## config.mk

```make
export PLATFORM = sky130hd
export DESIGN_NAME = one_wire_temperature_master
export DESIGN_NICKNAME = d
export VERILOG_FILES = /design/src/rtl/owtm_pkg.sv /design/src/rtl/owtm_csr.sv /design/src/rtl/one_wire_temperature_master.sv
export VERILOG_INCLUDE_DIRS = /design/src /design/src/rtl
export SDC_FILE = /design/constraint.sdc
export NUM_CORES = 1
export LEC_CHECK = 0
export BUFFER_PORTS_ARGS = -buffer_cell sky130_fd_sc_hd__buf_2
export CAP_MARGIN = 20
export CORE_UTILIZATION = 42
export CTS_CLUSTER_DIAMETER = 200
export DETAILED_ROUTE_END_ITERATION = 6
export HOLD_SLACK_MARGIN = 0.1
export RECOVER_POWER = 25
export SLEW_MARGIN = 20
export SYNTH_ARGS = -nofsm -noshare
export SYNTH_HDL_FRONTEND = slang
export SYNTH_SLANG_ARGS = --single-unit
```

## constraint.sdc

```tcl
create_clock -name clock -period 5.4 [get_ports clock]
set_input_delay 0.27 -clock clock [delete_from_list [all_inputs] [get_ports clock]]
set_output_delay 0.27 -clock clock [all_outputs]
set_load 0.02 [all_outputs]
```

## src/rtl/assert_macros.svh

```systemverilog
// Assertion helpers used by one_wire_temperature_master.sv.
`ifndef ASSERT_MACROS_SVH
`define ASSERT_MACROS_SVH

// Implication checked at every clock edge outside reset.
`define OWTM_ASSERT_IMPL(label, clk, rst, cond, prop, msg) \
   label: assert property (@(posedge clk) disable iff (rst) (cond) |-> (prop)) \
      else $error(msg);

// Next-cycle implication checked outside reset.
`define OWTM_ASSERT_NEXT(label, clk, rst, cond, prop, msg) \
   label: assert property (@(posedge clk) disable iff (rst) (cond) |=> (prop)) \
      else $error(msg);

`endif

```

## src/rtl/owtm_pkg.sv

```systemverilog
// ----------------------------------------------------------------------------
// owtm_pkg
// Types, constants and the command sequence table of the 1-Wire master.
// ----------------------------------------------------------------------------
`default_nettype none

package owtm_pkg;

   localparam int DurW = 10;

   typedef enum logic [9:0] {
      PH_IDLE     = 10'b0000000001,
      PH_RST_LOW  = 10'b0000000010,
      PH_RST_WAIT = 10'b0000000100,
      PH_RST_REC  = 10'b0000001000,
      PH_W_START  = 10'b0000010000,
      PH_W_HOLD   = 10'b0000100000,
      PH_W_REC    = 10'b0001000000,
      PH_R_START  = 10'b0010000000,
      PH_R_WAIT   = 10'b0100000000,
      PH_R_REC    = 10'b1000000000
   } phase_type;

   typedef enum logic [2:0] {
      EL_DONE  = 3'd0,
      EL_RESET = 3'd1,
      EL_WR_IN = 3'd2,
      EL_WR_CC = 3'd3,
      EL_WR_44 = 3'd4,
      EL_WR_BE = 3'd5,
      EL_READ  = 3'd6
   } element_type;

   typedef enum logic [2:0] {
      OP_RESET      = 3'd0,
      OP_WRITE_BYTE = 3'd1,
      OP_READ_BYTE  = 3'd2,
      OP_CONVERT    = 3'd3,
      OP_READ_TEMP  = 3'd4
   } op_type;

   typedef enum logic [2:0] {
      REG_RESET_LOW      = 3'd0,
      REG_PRESENCE_WAIT  = 3'd1,
      REG_RESET_RECOVERY = 3'd2,
      REG_SLOT_START     = 3'd3,
      REG_WRITE_HOLD     = 3'd4,
      REG_READ_SAMPLE    = 3'd5,
      REG_READ_RECOVERY  = 3'd6
   } reg_index_type;

   typedef struct packed {
      logic [9:0] reset_low_us;
      logic [7:0] presence_wait_us;
      logic [9:0] reset_recovery_us;
      logic [3:0] slot_start_us;
      logic [6:0] write_hold_us;
      logic [5:0] read_sample_us;
      logic [6:0] read_recovery_us;
   } cfg_type;

   localparam logic [7:0] CmdSkipRom   = 8'hCC;
   localparam logic [7:0] CmdConvert   = 8'h44;
   localparam logic [7:0] CmdReadPad   = 8'hBE;
   localparam logic [2:0] LastBit      = 3'd7;
   localparam logic [2:0] StepLowByte  = 3'd3;
   localparam logic [2:0] StepHighByte = 3'd4;

   function automatic element_type seq_elem(input logic [2:0] op, input logic [2:0] step);
      element_type el;
      el = EL_DONE;
      case (op)
         OP_RESET:      el = (step == 3'd0) ? EL_RESET : EL_DONE;
         OP_WRITE_BYTE: el = (step == 3'd0) ? EL_WR_IN : EL_DONE;
         OP_READ_BYTE:  el = (step == 3'd0) ? EL_READ : EL_DONE;
         OP_CONVERT: begin
            case (step)
               3'd0:    el = EL_RESET;
               3'd1:    el = EL_WR_CC;
               3'd2:    el = EL_WR_44;
               default: el = EL_DONE;
            endcase
         end
         OP_READ_TEMP: begin
            case (step)
               3'd0:    el = EL_RESET;
               3'd1:    el = EL_WR_CC;
               3'd2:    el = EL_WR_BE;
               3'd3:    el = EL_READ;
               3'd4:    el = EL_READ;
               default: el = EL_DONE;
            endcase
         end
         default: el = EL_DONE;
      endcase
      return el;
   endfunction

endpackage

`default_nettype wire

```

## src/rtl/owtm_csr.sv

```systemverilog
// ----------------------------------------------------------------------------
// owtm_csr
// Timing register file of the 1-Wire master, written one beat at a time.
// ----------------------------------------------------------------------------
`default_nettype none

module owtm_csr (
   input  wire logic              clock,
   input  wire logic              reset,
   input  wire logic              csr_valid,
   output logic                   csr_ready,
   input  wire logic [2:0]        csr_index,
   input  wire logic [9:0]        csr_data,
   output owtm_pkg::cfg_type      cfg
);

   owtm_pkg::cfg_type cfg_ff;

   assign csr_ready = 1'b1;
   assign cfg       = cfg_ff;

   always_ff @(posedge clock) begin
      if (reset) begin
         cfg_ff.reset_low_us      <= 10'd500;
         cfg_ff.presence_wait_us  <= 8'd70;
         cfg_ff.reset_recovery_us <= 10'd500;
         cfg_ff.slot_start_us     <= 4'd2;
         cfg_ff.write_hold_us     <= 7'd60;
         cfg_ff.read_sample_us    <= 6'd12;
         cfg_ff.read_recovery_us  <= 7'd50;
      end else if (csr_valid) begin
         case (csr_index)
            owtm_pkg::REG_RESET_LOW:      cfg_ff.reset_low_us      <= csr_data;
            owtm_pkg::REG_PRESENCE_WAIT:  cfg_ff.presence_wait_us  <= csr_data[7:0];
            owtm_pkg::REG_RESET_RECOVERY: cfg_ff.reset_recovery_us <= csr_data;
            owtm_pkg::REG_SLOT_START:     cfg_ff.slot_start_us     <= csr_data[3:0];
            owtm_pkg::REG_WRITE_HOLD:     cfg_ff.write_hold_us     <= csr_data[6:0];
            owtm_pkg::REG_READ_SAMPLE:    cfg_ff.read_sample_us    <= csr_data[5:0];
            owtm_pkg::REG_READ_RECOVERY:  cfg_ff.read_recovery_us  <= csr_data[6:0];
            default: ;
         endcase
      end
   end

endmodule

`default_nettype wire

```

## src/rtl/one_wire_temperature_master.sv

```systemverilog
// Result: an accepted input beat gives its result beat in the next cycle.
// Throughput: one input beat per cycle while result beats are taken; the
// result register frees itself in the same cycle that its beat is taken.
// Reset: synchronous, active high; timing registers return to their
// defaults and the bus sequencer returns to idle with all status cleared.
// ----------------------------------------------------------------------------
// one_wire_temperature_master
// 1-Wire bus master with reset, byte write, byte read, conversion start and
// temperature read sequences, timed by a microsecond strobe in each beat.
// ----------------------------------------------------------------------------
`default_nettype none

`include "assert_macros.svh"

module one_wire_temperature_master #(
   parameter int TIMER_BITS = 10
) (
   input  wire logic        clock,
   input  wire logic        reset,
   input  wire logic        req_valid,
   output logic             req_ready,
   input  wire logic        req_tick,
   input  wire logic        req_bus_level,
   input  wire logic        req_start_req,
   input  wire logic [2:0]  req_type,
   input  wire logic [7:0]  req_write_byte,
   output logic             rsp_valid,
   input  wire logic        rsp_ready,
   output logic             rsp_bus_pull_low,
   output logic             rsp_busy_res,
   output logic             rsp_done_res,
   output logic             rsp_present,
   output logic [7:0]       rsp_read_data,
   output logic signed [15:0] rsp_temperature,
   input  wire logic        csr_valid,
   output logic             csr_ready,
   input  wire logic [2:0]  csr_index,
   input  wire logic [9:0]  csr_data
);

   localparam int CmpW = (TIMER_BITS > owtm_pkg::DurW) ? TIMER_BITS : owtm_pkg::DurW;

   owtm_pkg::cfg_type cfg;

   owtm_csr u_csr (
      .clock     (clock),
      .reset     (reset),
      .csr_valid (csr_valid),
      .csr_ready (csr_ready),
      .csr_index (csr_index),
      .csr_data  (csr_data),
      .cfg       (cfg)
   );

   owtm_pkg::phase_type   phase_ff, phase_in;
   logic [TIMER_BITS-1:0] timer_ff, timer_in;
   logic [2:0]            bit_ff, bit_in;
   logic [7:0]            shift_ff, shift_in;
   logic [2:0]            step_ff, step_in;
   logic [2:0]            op_ff, op_in;
   logic [7:0]            low_ff, low_in;
   logic                  presence_ff, presence_in;
   logic [7:0]            read_ff, read_in;
   logic [15:0]           temp_ff, temp_in;
   logic                  done_ff, done_in;
   logic                  rsp_valid_ff;

   logic                  in_accept;
   logic [owtm_pkg::DurW-1:0] dur;
   logic                  expired;
   logic                  start_el;
   logic [2:0]            el_op;
   logic [2:0]            el_step;
   logic [7:0]            el_wbyte;
   owtm_pkg::element_type el;

   assign req_ready = !rsp_valid_ff || rsp_ready;
   assign in_accept = req_valid && req_ready;

   always_comb begin
      case (phase_ff)
         owtm_pkg::PH_RST_LOW:  dur = cfg.reset_low_us;
         owtm_pkg::PH_RST_WAIT: dur = {2'b00, cfg.presence_wait_us};
         owtm_pkg::PH_RST_REC:  dur = cfg.reset_recovery_us;
         owtm_pkg::PH_W_START:  dur = {6'd0, cfg.slot_start_us};
         owtm_pkg::PH_W_HOLD:   dur = {3'd0, cfg.write_hold_us};
         owtm_pkg::PH_W_REC:    dur = {6'd0, cfg.slot_start_us};
         owtm_pkg::PH_R_START:  dur = {6'd0, cfg.slot_start_us};
         owtm_pkg::PH_R_WAIT:   dur = {4'd0, cfg.read_sample_us};
         owtm_pkg::PH_R_REC:    dur = {3'd0, cfg.read_recovery_us};
         default:               dur = '0;
      endcase
   end

   assign expired = (CmpW'(timer_ff) >= CmpW'(dur)) || (&timer_ff);

   always_comb begin
      phase_in    = phase_ff;
      timer_in    = timer_ff;
      bit_in      = bit_ff;
      shift_in    = shift_ff;
      step_in     = step_ff;
      op_in       = op_ff;
      low_in      = low_ff;
      presence_in = presence_ff;
      read_in     = read_ff;
      temp_in     = temp_ff;
      done_in     = 1'b0;
      start_el    = 1'b0;
      el_op       = op_ff;
      el_step     = step_ff + 3'd1;
      el_wbyte    = 8'h00;

      if (phase_ff == owtm_pkg::PH_IDLE) begin
         if (req_start_req && (req_type <= owtm_pkg::OP_READ_TEMP)) begin
            op_in    = req_type;
            step_in  = 3'd0;
            el_op    = req_type;
            el_step  = 3'd0;
            el_wbyte = req_write_byte;
            start_el = 1'b1;
         end
      end else if (expired) begin
         timer_in = '0;
         case (phase_ff)
            owtm_pkg::PH_RST_LOW:  phase_in = owtm_pkg::PH_RST_WAIT;
            owtm_pkg::PH_RST_WAIT: begin
               presence_in = !req_bus_level;
               phase_in    = owtm_pkg::PH_RST_REC;
            end
            owtm_pkg::PH_RST_REC: begin
               step_in  = el_step;
               start_el = 1'b1;
            end
            owtm_pkg::PH_W_START:  phase_in = owtm_pkg::PH_W_HOLD;
            owtm_pkg::PH_W_HOLD:   phase_in = owtm_pkg::PH_W_REC;
            owtm_pkg::PH_W_REC: begin
               shift_in = {1'b0, shift_ff[7:1]};
               if (bit_ff == owtm_pkg::LastBit) begin
                  step_in  = el_step;
                  start_el = 1'b1;
               end else begin
                  bit_in   = bit_ff + 3'd1;
                  phase_in = owtm_pkg::PH_W_START;
               end
            end
            owtm_pkg::PH_R_START:  phase_in = owtm_pkg::PH_R_WAIT;
            owtm_pkg::PH_R_WAIT: begin
               shift_in = {req_bus_level, shift_ff[7:1]};
               phase_in = owtm_pkg::PH_R_REC;
            end
            owtm_pkg::PH_R_REC: begin
               if (bit_ff == owtm_pkg::LastBit) begin
                  read_in = shift_ff;
                  if (op_ff == owtm_pkg::OP_READ_TEMP && step_ff == owtm_pkg::StepLowByte) begin
                     low_in = shift_ff;
                  end
                  if (op_ff == owtm_pkg::OP_READ_TEMP && step_ff == owtm_pkg::StepHighByte) begin
                     temp_in = {shift_ff, low_ff};
                  end
                  step_in  = el_step;
                  start_el = 1'b1;
               end else begin
                  bit_in   = bit_ff + 3'd1;
                  phase_in = owtm_pkg::PH_R_START;
               end
            end
            default: phase_in = owtm_pkg::PH_IDLE;
         endcase
      end else if (req_tick) begin
         timer_in = timer_ff + 1'b1;
      end

      el = owtm_pkg::seq_elem(el_op, el_step);
      if (start_el) begin
         bit_in   = 3'd0;
         timer_in = '0;
         case (el)
            owtm_pkg::EL_RESET: phase_in = owtm_pkg::PH_RST_LOW;
            owtm_pkg::EL_WR_IN: begin
               shift_in = el_wbyte;
               phase_in = owtm_pkg::PH_W_START;
            end
            owtm_pkg::EL_WR_CC: begin
               shift_in = owtm_pkg::CmdSkipRom;
               phase_in = owtm_pkg::PH_W_START;
            end
            owtm_pkg::EL_WR_44: begin
               shift_in = owtm_pkg::CmdConvert;
               phase_in = owtm_pkg::PH_W_START;
            end
            owtm_pkg::EL_WR_BE: begin
               shift_in = owtm_pkg::CmdReadPad;
               phase_in = owtm_pkg::PH_W_START;
            end
            owtm_pkg::EL_READ: begin
               shift_in = 8'h00;
               phase_in = owtm_pkg::PH_R_START;
            end
            default: begin
               phase_in = owtm_pkg::PH_IDLE;
               done_in  = 1'b1;
            end
         endcase
      end
   end

   always_ff @(posedge clock) begin
      if (reset) begin
         phase_ff     <= owtm_pkg::PH_IDLE;
         timer_ff     <= '0;
         bit_ff       <= '0;
         shift_ff     <= '0;
         step_ff      <= '0;
         op_ff        <= '0;
         low_ff       <= '0;
         presence_ff  <= 1'b0;
         read_ff      <= '0;
         temp_ff      <= '0;
         done_ff      <= 1'b0;
         rsp_valid_ff <= 1'b0;
      end else begin
         if (in_accept) begin
            phase_ff    <= phase_in;
            timer_ff    <= timer_in;
            bit_ff      <= bit_in;
            shift_ff    <= shift_in;
            step_ff     <= step_in;
            op_ff       <= op_in;
            low_ff      <= low_in;
            presence_ff <= presence_in;
            read_ff     <= read_in;
            temp_ff     <= temp_in;
            done_ff     <= done_in;
         end
         if (in_accept) begin
            rsp_valid_ff <= 1'b1;
         end else if (rsp_ready) begin
            rsp_valid_ff <= 1'b0;
         end
      end
   end

   always_comb begin
      case (phase_ff)
         owtm_pkg::PH_RST_LOW: rsp_bus_pull_low = 1'b1;
         owtm_pkg::PH_W_START: rsp_bus_pull_low = 1'b1;
         owtm_pkg::PH_R_START: rsp_bus_pull_low = 1'b1;
         owtm_pkg::PH_W_HOLD:  rsp_bus_pull_low = !shift_ff[0];
         default:              rsp_bus_pull_low = 1'b0;
      endcase
   end

   assign rsp_valid       = rsp_valid_ff;
   assign rsp_busy_res    = (phase_ff != owtm_pkg::PH_IDLE);
   assign rsp_done_res    = done_ff;
   assign rsp_present     = presence_ff;
   assign rsp_read_data   = read_ff;
   assign rsp_temperature = $signed(temp_ff);

   `OWTM_ASSERT_IMPL(a_done_idle, clock, reset, done_ff, phase_ff == owtm_pkg::PH_IDLE,
      "done reported while the sequencer is still busy")
   `OWTM_ASSERT_IMPL(a_pull_busy, clock, reset, rsp_bus_pull_low, rsp_busy_res,
      "bus driven low while idle")
   `OWTM_ASSERT_NEXT(a_hold_state, clock, reset, !in_accept,
      $stable(phase_ff) && $stable(timer_ff) && $stable(done_ff),
      "sequencer state moved without an input beat")

endmodule

`default_nettype wire
```

==> metrics.yaml, run 1 <==
yosysWarnings: 0
setup.worst_path.end_class: "flip-flop"
clk_latency_ns: 0.41
critPathSlowestCell: "nor2_1"
drc: 0
path_cells: "or4_4 -> nor2_4 -> nand2_2 -> nor2_1 -> a22oi_1 -> nand3_1 -> ha_1 -> nand2b_1 -> a2111o_1 -> a32oi_1 -> nand2_1 -> nand4_1 -> buf_4 -> or3_1 -> mux2i_1 -> nor2_1"
dr_total_vias: 5504
path_class: "flip-flop to flip-flop"
fin_crit_sh: 0.9035
whs_endpoint: "u_csr.cfg[49]"
hold_class: "primary input to flip-flop"
clk_pin_slew_ns: 0.06
grt_pass1_vias: 5163
synthToLayoutAreaGrowth_pct: 17.46
syn-mean-instance-area_sq_um: 8.385
cts_setup_buffers: 0
synth-seq-area-share: 0.4066
drive_above_1_share: 0.1364
leakagePower_nw: 3.073
drt-total-wl_um: 15950
fin_nets: 834
worst-path-buf-inv: 1
cpLargestDelayFamily: "simple AND/OR/NAND/NOR gates"
overflow: 0
drt.antenna.violating_nets: 0
cts_buffers: 17
cts_sinks: 124
htreeDepth: 4
worstMarginPinSlew_ns: 1.001
die_h_um: 122.6
period_minus_slack_ns: 4.879
r2r_cells: 16
grt_first_pass_wirelength_um: 25680
relSlewSlack: 0.3326
mostFrequentLayoutCell: "dfxtp_1"
final_cells: 979
ir_drop_mv: 0.2476
dr.pass1.iters: 5
rsz0062_at_grt: "false"
r2r_slack_ns: 0.52
synth-edff-count: 0
reg2reg_from: "phase_ff[9]"
clockRootBuffer: "clkbuf_16"
gp_congestion: 0.8688
grt_use_total: 0.2219
setup_tns_ns: 0
cp.required_ns: 5.65
port_buffers: 61
slowest_delay_ns: 0.66
finalSetupViolCount: 0
cts_resized: 0
diodes: 0
std_cell_rows: 43
arrival_ns: 5.13
start_kind: "flip-flop"
tritoncts: "done"
p_per_area_mw_per_mm2: 315.5
initial_core_util: 0.4347
io_pins: 63
grt_max_degree: 95
hold_path_depth: 3
mostFrequentLayoutCells: "124 x dfxtp_1, 112 x nand2_1, 90 x nor2_1"
synthFlopType: "dfxtp_1"
hold_viol_final: 0
cp_max_fo: 12
utilization: 0.5106
die-area_sq_mm: 0.01502
max_freq_mhz: 205.0
maxCapViolations: 0
path_common_cell: "nor2_1"
via_per_inst: 5.622
synth_cells: 728
r2r_end: "low_ff[4]"
cts.path.max_buffers: 2
synth_seq_cells: 124
synth_cell_types: 69
coreArea_sq_mm: 0.01404
syn_area_sq_mm: 0.006105
fp.dieW_um: 122.6
async_flop_share: 0
clock_skew_ns: 0.008733
antenna_found_initial: 0
min-delay-start: "csr_data[7]"
maxSlewViolCount: 0
drtIter0Drc: 376
dpl.cell_count: 943
status: "completed"
wl_per_cell_um: 16.29
synth_nets: 776
dpl.hpwl_um: 11200
==> report_power, final <==
| group | switching [mW] | internal, mW |
|---|---|---|
| sequential | 0.0184 | 0.934 |
| combinational | 0.125 | 0.0649 |
| clock | 0.434 | 0.686 |
| total | 0.577 | 1.68 |
==> cell usage after synthesis (3+ instances only) <==
master    number  area (sq um)
dfxtp_1      124          2482
nand2_1      112         420.4
nor2_1        90         337.8
mux2i_1       65         650.6
a21oi_1       59         295.3
nand3_1       28         140.1
clkbuf_1      26         97.59
o21ai_0       23         115.1
ha_1          16         200.2
a22oi_1       15         112.6
inv_1         14         52.55
nand4_1       11         68.82
and3_1         9         56.30
nand2b_1       9         56.30
nor3_1         9         45.04
a211oi_1       8         60.06
nor2b_1        8         50.05
and2_1         7         43.79
a222oi_1       6         60.06
buf_2          5         25.02
nor4_1         5         31.28
a211o_1        4         35.03
buf_4          4         30.03
or3_1          4         25.02
a221oi_1       3         26.28
a32oi_1        3         26.28
mux2_2         3         33.78
o21a_1         3         22.52
or3b_2         3         26.28
xor2_1         3         26.28
==> worst min-delay path, stage by stage <==
cell and delay, ns:
buf_2 0.11, mux2i_1 0.07, nand2_1 0.07
==> flip-flops by register name, indices dropped and copies added, names as in the netlist <==
name and flops:
u_csr.cfg 52, rsp_temperature 16, phase_ff 10, timer_ff 10, low_ff 8, rsp_read_data 8
shift_ff 8, bit_ff 3, op_ff 3, step_ff 3, rsp_done_res 1, rsp_present 1
rsp_valid 1
==> cell families after synthesis <==
family / after synthesis / synth area share
buffers and inverters: 52 / 0.03669
flip-flops: 124 / 0.4066
other: 1 / 0.0006143
AND/OR/NAND/NOR: 317 / 0.2492
adder cells (fa/ha/maj): 16 / 0.03279
multiplexers: 69 / 0.1146
XOR/XNOR: 5 / 0.007175
AO/OA/AOI/OAI: 144 / 0.1523
==> how the worst max path moves through the flow <==
stage | startpoint | to | slack [ns] | cells past startpoint
2_1_floorplan | phase_ff[9] | rsp_temperature[10] | 1.21 | 18
3_3_place_gp | phase_ff[9] | shift_ff[6] | 0.77 | 16
3_5_place_dp | phase_ff[9] | low_ff[3] | 0.59 | 16
4_1_cts | phase_ff[9] | low_ff[4] | 0.53 | 16
5_1_grt | phase_ff[9] | low_ff[4] | 0.31 | 16
6_report | phase_ff[9] | low_ff[4] | 0.52 | 16
==> through the flow <==
step | power (mW) | cell area, sq um | hold WS (ns) | setup WS, ns
6_report | 2.262 | 7171 | 0.1374 | 0.5211
5_1_grt | 2.353 | 7171 | 0.1372 | 0.3067
4_1_cts | 2.282 | 7191 | 0.1210 | 0.5337
3_5_place_dp | 1.156 | 6561 | 0.4465 | 0.5922
3_3_place_gp | 1.152 | 6555 | 0.4414 | 0.7656
2_1_floorplan | 1.096 | 6105 | 0.3656 | 1.209
==> area by class of cell <==
| cell class | count | area [sq um] |
|---|---|---|
| clock buffers | 17 | 425.4 |
| clock inverters | 15 | 163.9 |
| fillers | 1329 | 6872 |
| inverters | 15 | 56.30 |
| multi-input cells | 552 | 3410 |
| flip-flops and latches | 124 | 2482 |
| well taps | 180 | 225.2 |
| repair buffers | 76 | 407.9 |
==> per-layer routing <==
layer | GRT usage | vias up | routed length (um)
met2 | 0.3487 | 171 | 7372
met4 | 0.1014 | 0 | 332
li1 | - | 2720 | -
met5 | 0 | - | 0
met3 | 0.04089 | 25 | 841
met1 | 0.2941 | 2588 | 7399
==> repair_timing <==
item                                   in CTS  in global routing
setup endpoints to repair                   0                  0
endpoints found under the hold margin       4                  0
hold buffers                                4                  0
Power figures use the tool's default switching activity.
==> inputs of run 2 (changes only) <==
- CTS_BUF_LIST: not set -> sky130_fd_sc_hd__clkbuf_2 sky130_fd_sc_hd__clkbuf_4 sky130_fd_sc_hd__clkbuf_8
==> run 2 against run 1 <==
  * The flow now finishes with violations (max-capacitance violations, max-slew violations)
  * Critical path type unchanged
  * Critical path depth unchanged
  * Worst hold slack worse by 0.013 ns
  * Total power down 14%
  * Die area unchanged
  * Sequential cell count unchanged
  * Global-route usage down 0.35 points
==> metrics.yaml, run 2 (same netlist as run 1, synthesis figures left out) <==
reg2reg_from: "phase_ff[9]"
start_kind: "flip-flop"
dr_total_vias: 5490
rsz0062_at_grt: "false"
mostFrequentLayoutCells: "124 x dfxtp_1, 112 x nand2_1, 90 x nor2_1"
grt_first_pass_wirelength_um: 25370
violations: "max-capacitance violations, max-slew violations"
r2r_cells: 16
period_minus_slack_ns: 4.851
path_class: "flip-flop to flip-flop"
fin_nets: 836
cts_setup_buffers: 0
cts_sinks: 124
cp.required_ns: 5.69
maxSlewViolCount: 11
io_pins: 63
cts.path.max_buffers: 2
die-area_sq_mm: 0.01502
cts_resized: 0
largest_reg_flops: 52
overflow: 0
die_h_um: 122.6
clk_pin_slew_ns: 0.08
via_per_inst: 5.596
htreeDepth: 4
cts_buffers: 17
coreArea_sq_mm: 0.01404
grt_max_degree: 95
p_per_area_mw_per_mm2: 279.6
drc: 0
place_ws_ns: 0.5922
r2r_slack_ns: 0.55
setup_tns_ns: 0
maxCapViolations: 1
ir_drop_mv: 0.2541
r2r_end: "low_ff[3]"
wl_per_cell_um: 16.05
drive_above_1_share: 0.1386
clockRootBuffer: "clkbuf_8"
synthToLayoutAreaGrowth_pct: 14.53
mostFrequentLayoutCell: "dfxtp_1"
top_layer: "met4"
drt.antenna.violating_nets: 0
std_cell_rows: 43
diodes: 0
leakagePower_nw: 3.006
port_buffers: 61
finalSetupViolCount: 0
fp.dieW_um: 122.6
initial_core_util: 0.4347
fin_crit_sh: 0.8984
hold_viol_final: 0
dpl.hpwl_um: 11200
setup.worst_path.end_class: "flip-flop"
min-delay-start: "csr_data[6]"
status: "complete, but fails checks"
relSlewSlack: -0.4145
clock_skew_ns: 0.01315
drt-total-wl_um: 15740
drtIter0Drc: 381
max_freq_mhz: 206.1
gp_congestion: 0.8688
antenna_found_initial: 0
whs_endpoint: "u_csr.cfg[6]"
wl_met1_um: 7491
hold_path_depth: 3
grt_use_total: 0.2184
met3WireLength_um: 880
tritoncts: "done"
hold_class: "primary input to flip-flop"
clk_latency_ns: 0.45
arrival_ns: 5.14
worstMarginPinSlew_ns: 2.105
dr.pass1.iters: 5
setup_ws_ns: 0.5489
dr_wl_met2_um: 7135
grt_pass1_vias: 5141
cp_max_fo: 12
run 2: changes by cell type in the layout (fill, tap and decap cells not counted), sizes merged:
cell and delta:
buf +3, clkbuf -3, dlygate4sd3 +2
run 2: how the worst max path moves through the flow:
stage / startpoint / to / slack, ns / cells past startpoint
after floorplan: phase_ff[9] / rsp_temperature[10] / 1.21 / 18
after global placement: phase_ff[9] / shift_ff[6] / 0.77 / 16
after detailed placement: phase_ff[9] / low_ff[3] / 0.59 / 16
after CTS: phase_ff[9] / low_ff[3] / 0.56 / 16
after global routing: phase_ff[9] / low_ff[2] / 0.31 / 16
final: phase_ff[9] / low_ff[3] / 0.55 / 16
run 2: layer usage:
metal	global-route usage	up-vias
li1	-	2721
met1	0.2912	2599
met2	0.3434	148
met3	0.04879	22
met4	0.08079	0
met5	0	-
run 2: timing repair:
| action | in CTS | in global routing |
|---|---|---|
| hold buffers | 6 | 0 |
| endpoints found under the hold margin | 10 | 0 |
| setup endpoints to repair | 0 | 0 |
run 2: cell type report:
type                    instances  area, sq um
fillers                      1355         7051
multi-input cells             552         3398
flip-flops and latches        124         2482
repair buffers                 78        431.7
clock buffers                  17        234.0
well taps                     180        225.2
clock inverters                15        163.9
inverters                      15        56.30
run 2: stage by stage:
stage          area, sq um  std cells  hold slack, ns  power [mW]    util
3_5_place_dp          6561        943          0.4465       1.156  0.4673
5_1_grt               6992        981          0.1207       2.046  0.4979
4_1_cts               7019        981          0.1035       1.973  0.4999
2_1_floorplan         6105        728          0.3656       1.096       -
3_3_place_gp          6555        943          0.4414       1.152  0.4668
6_report              6992        981          0.1242       1.955  0.4979
run 2: report_power, final:
group / leakage, nW / internal [mW] / switching (mW) / total [mW]
sequential: 1.00 / 0.932 / 0.0184 / 0.951
clock: 0.191 / 0.417 / 0.397 / 0.814
combinational: 1.81 / 0.0660 / 0.124 / 0.190
total: 3.01 / 1.42 / 0.540 / 1.95
run 2: critical path, cell delays in order, from the launching register on:
cell,delay [ns]
dfxtp_1,0.40
or4_4,0.61
nor2_4,0.12
nand2_2,0.10
nor2_1,0.66
a22oi_1,0.20
nand3_1,0.13
ha_1,0.22
nand2b_1,0.14
a2111o_1,0.41
a32oi_1,0.36
nand2_1,0.18
nand4_1,0.16
buf_4,0.23
or3_1,0.45
mux2i_1,0.26
nor2_1,0.05
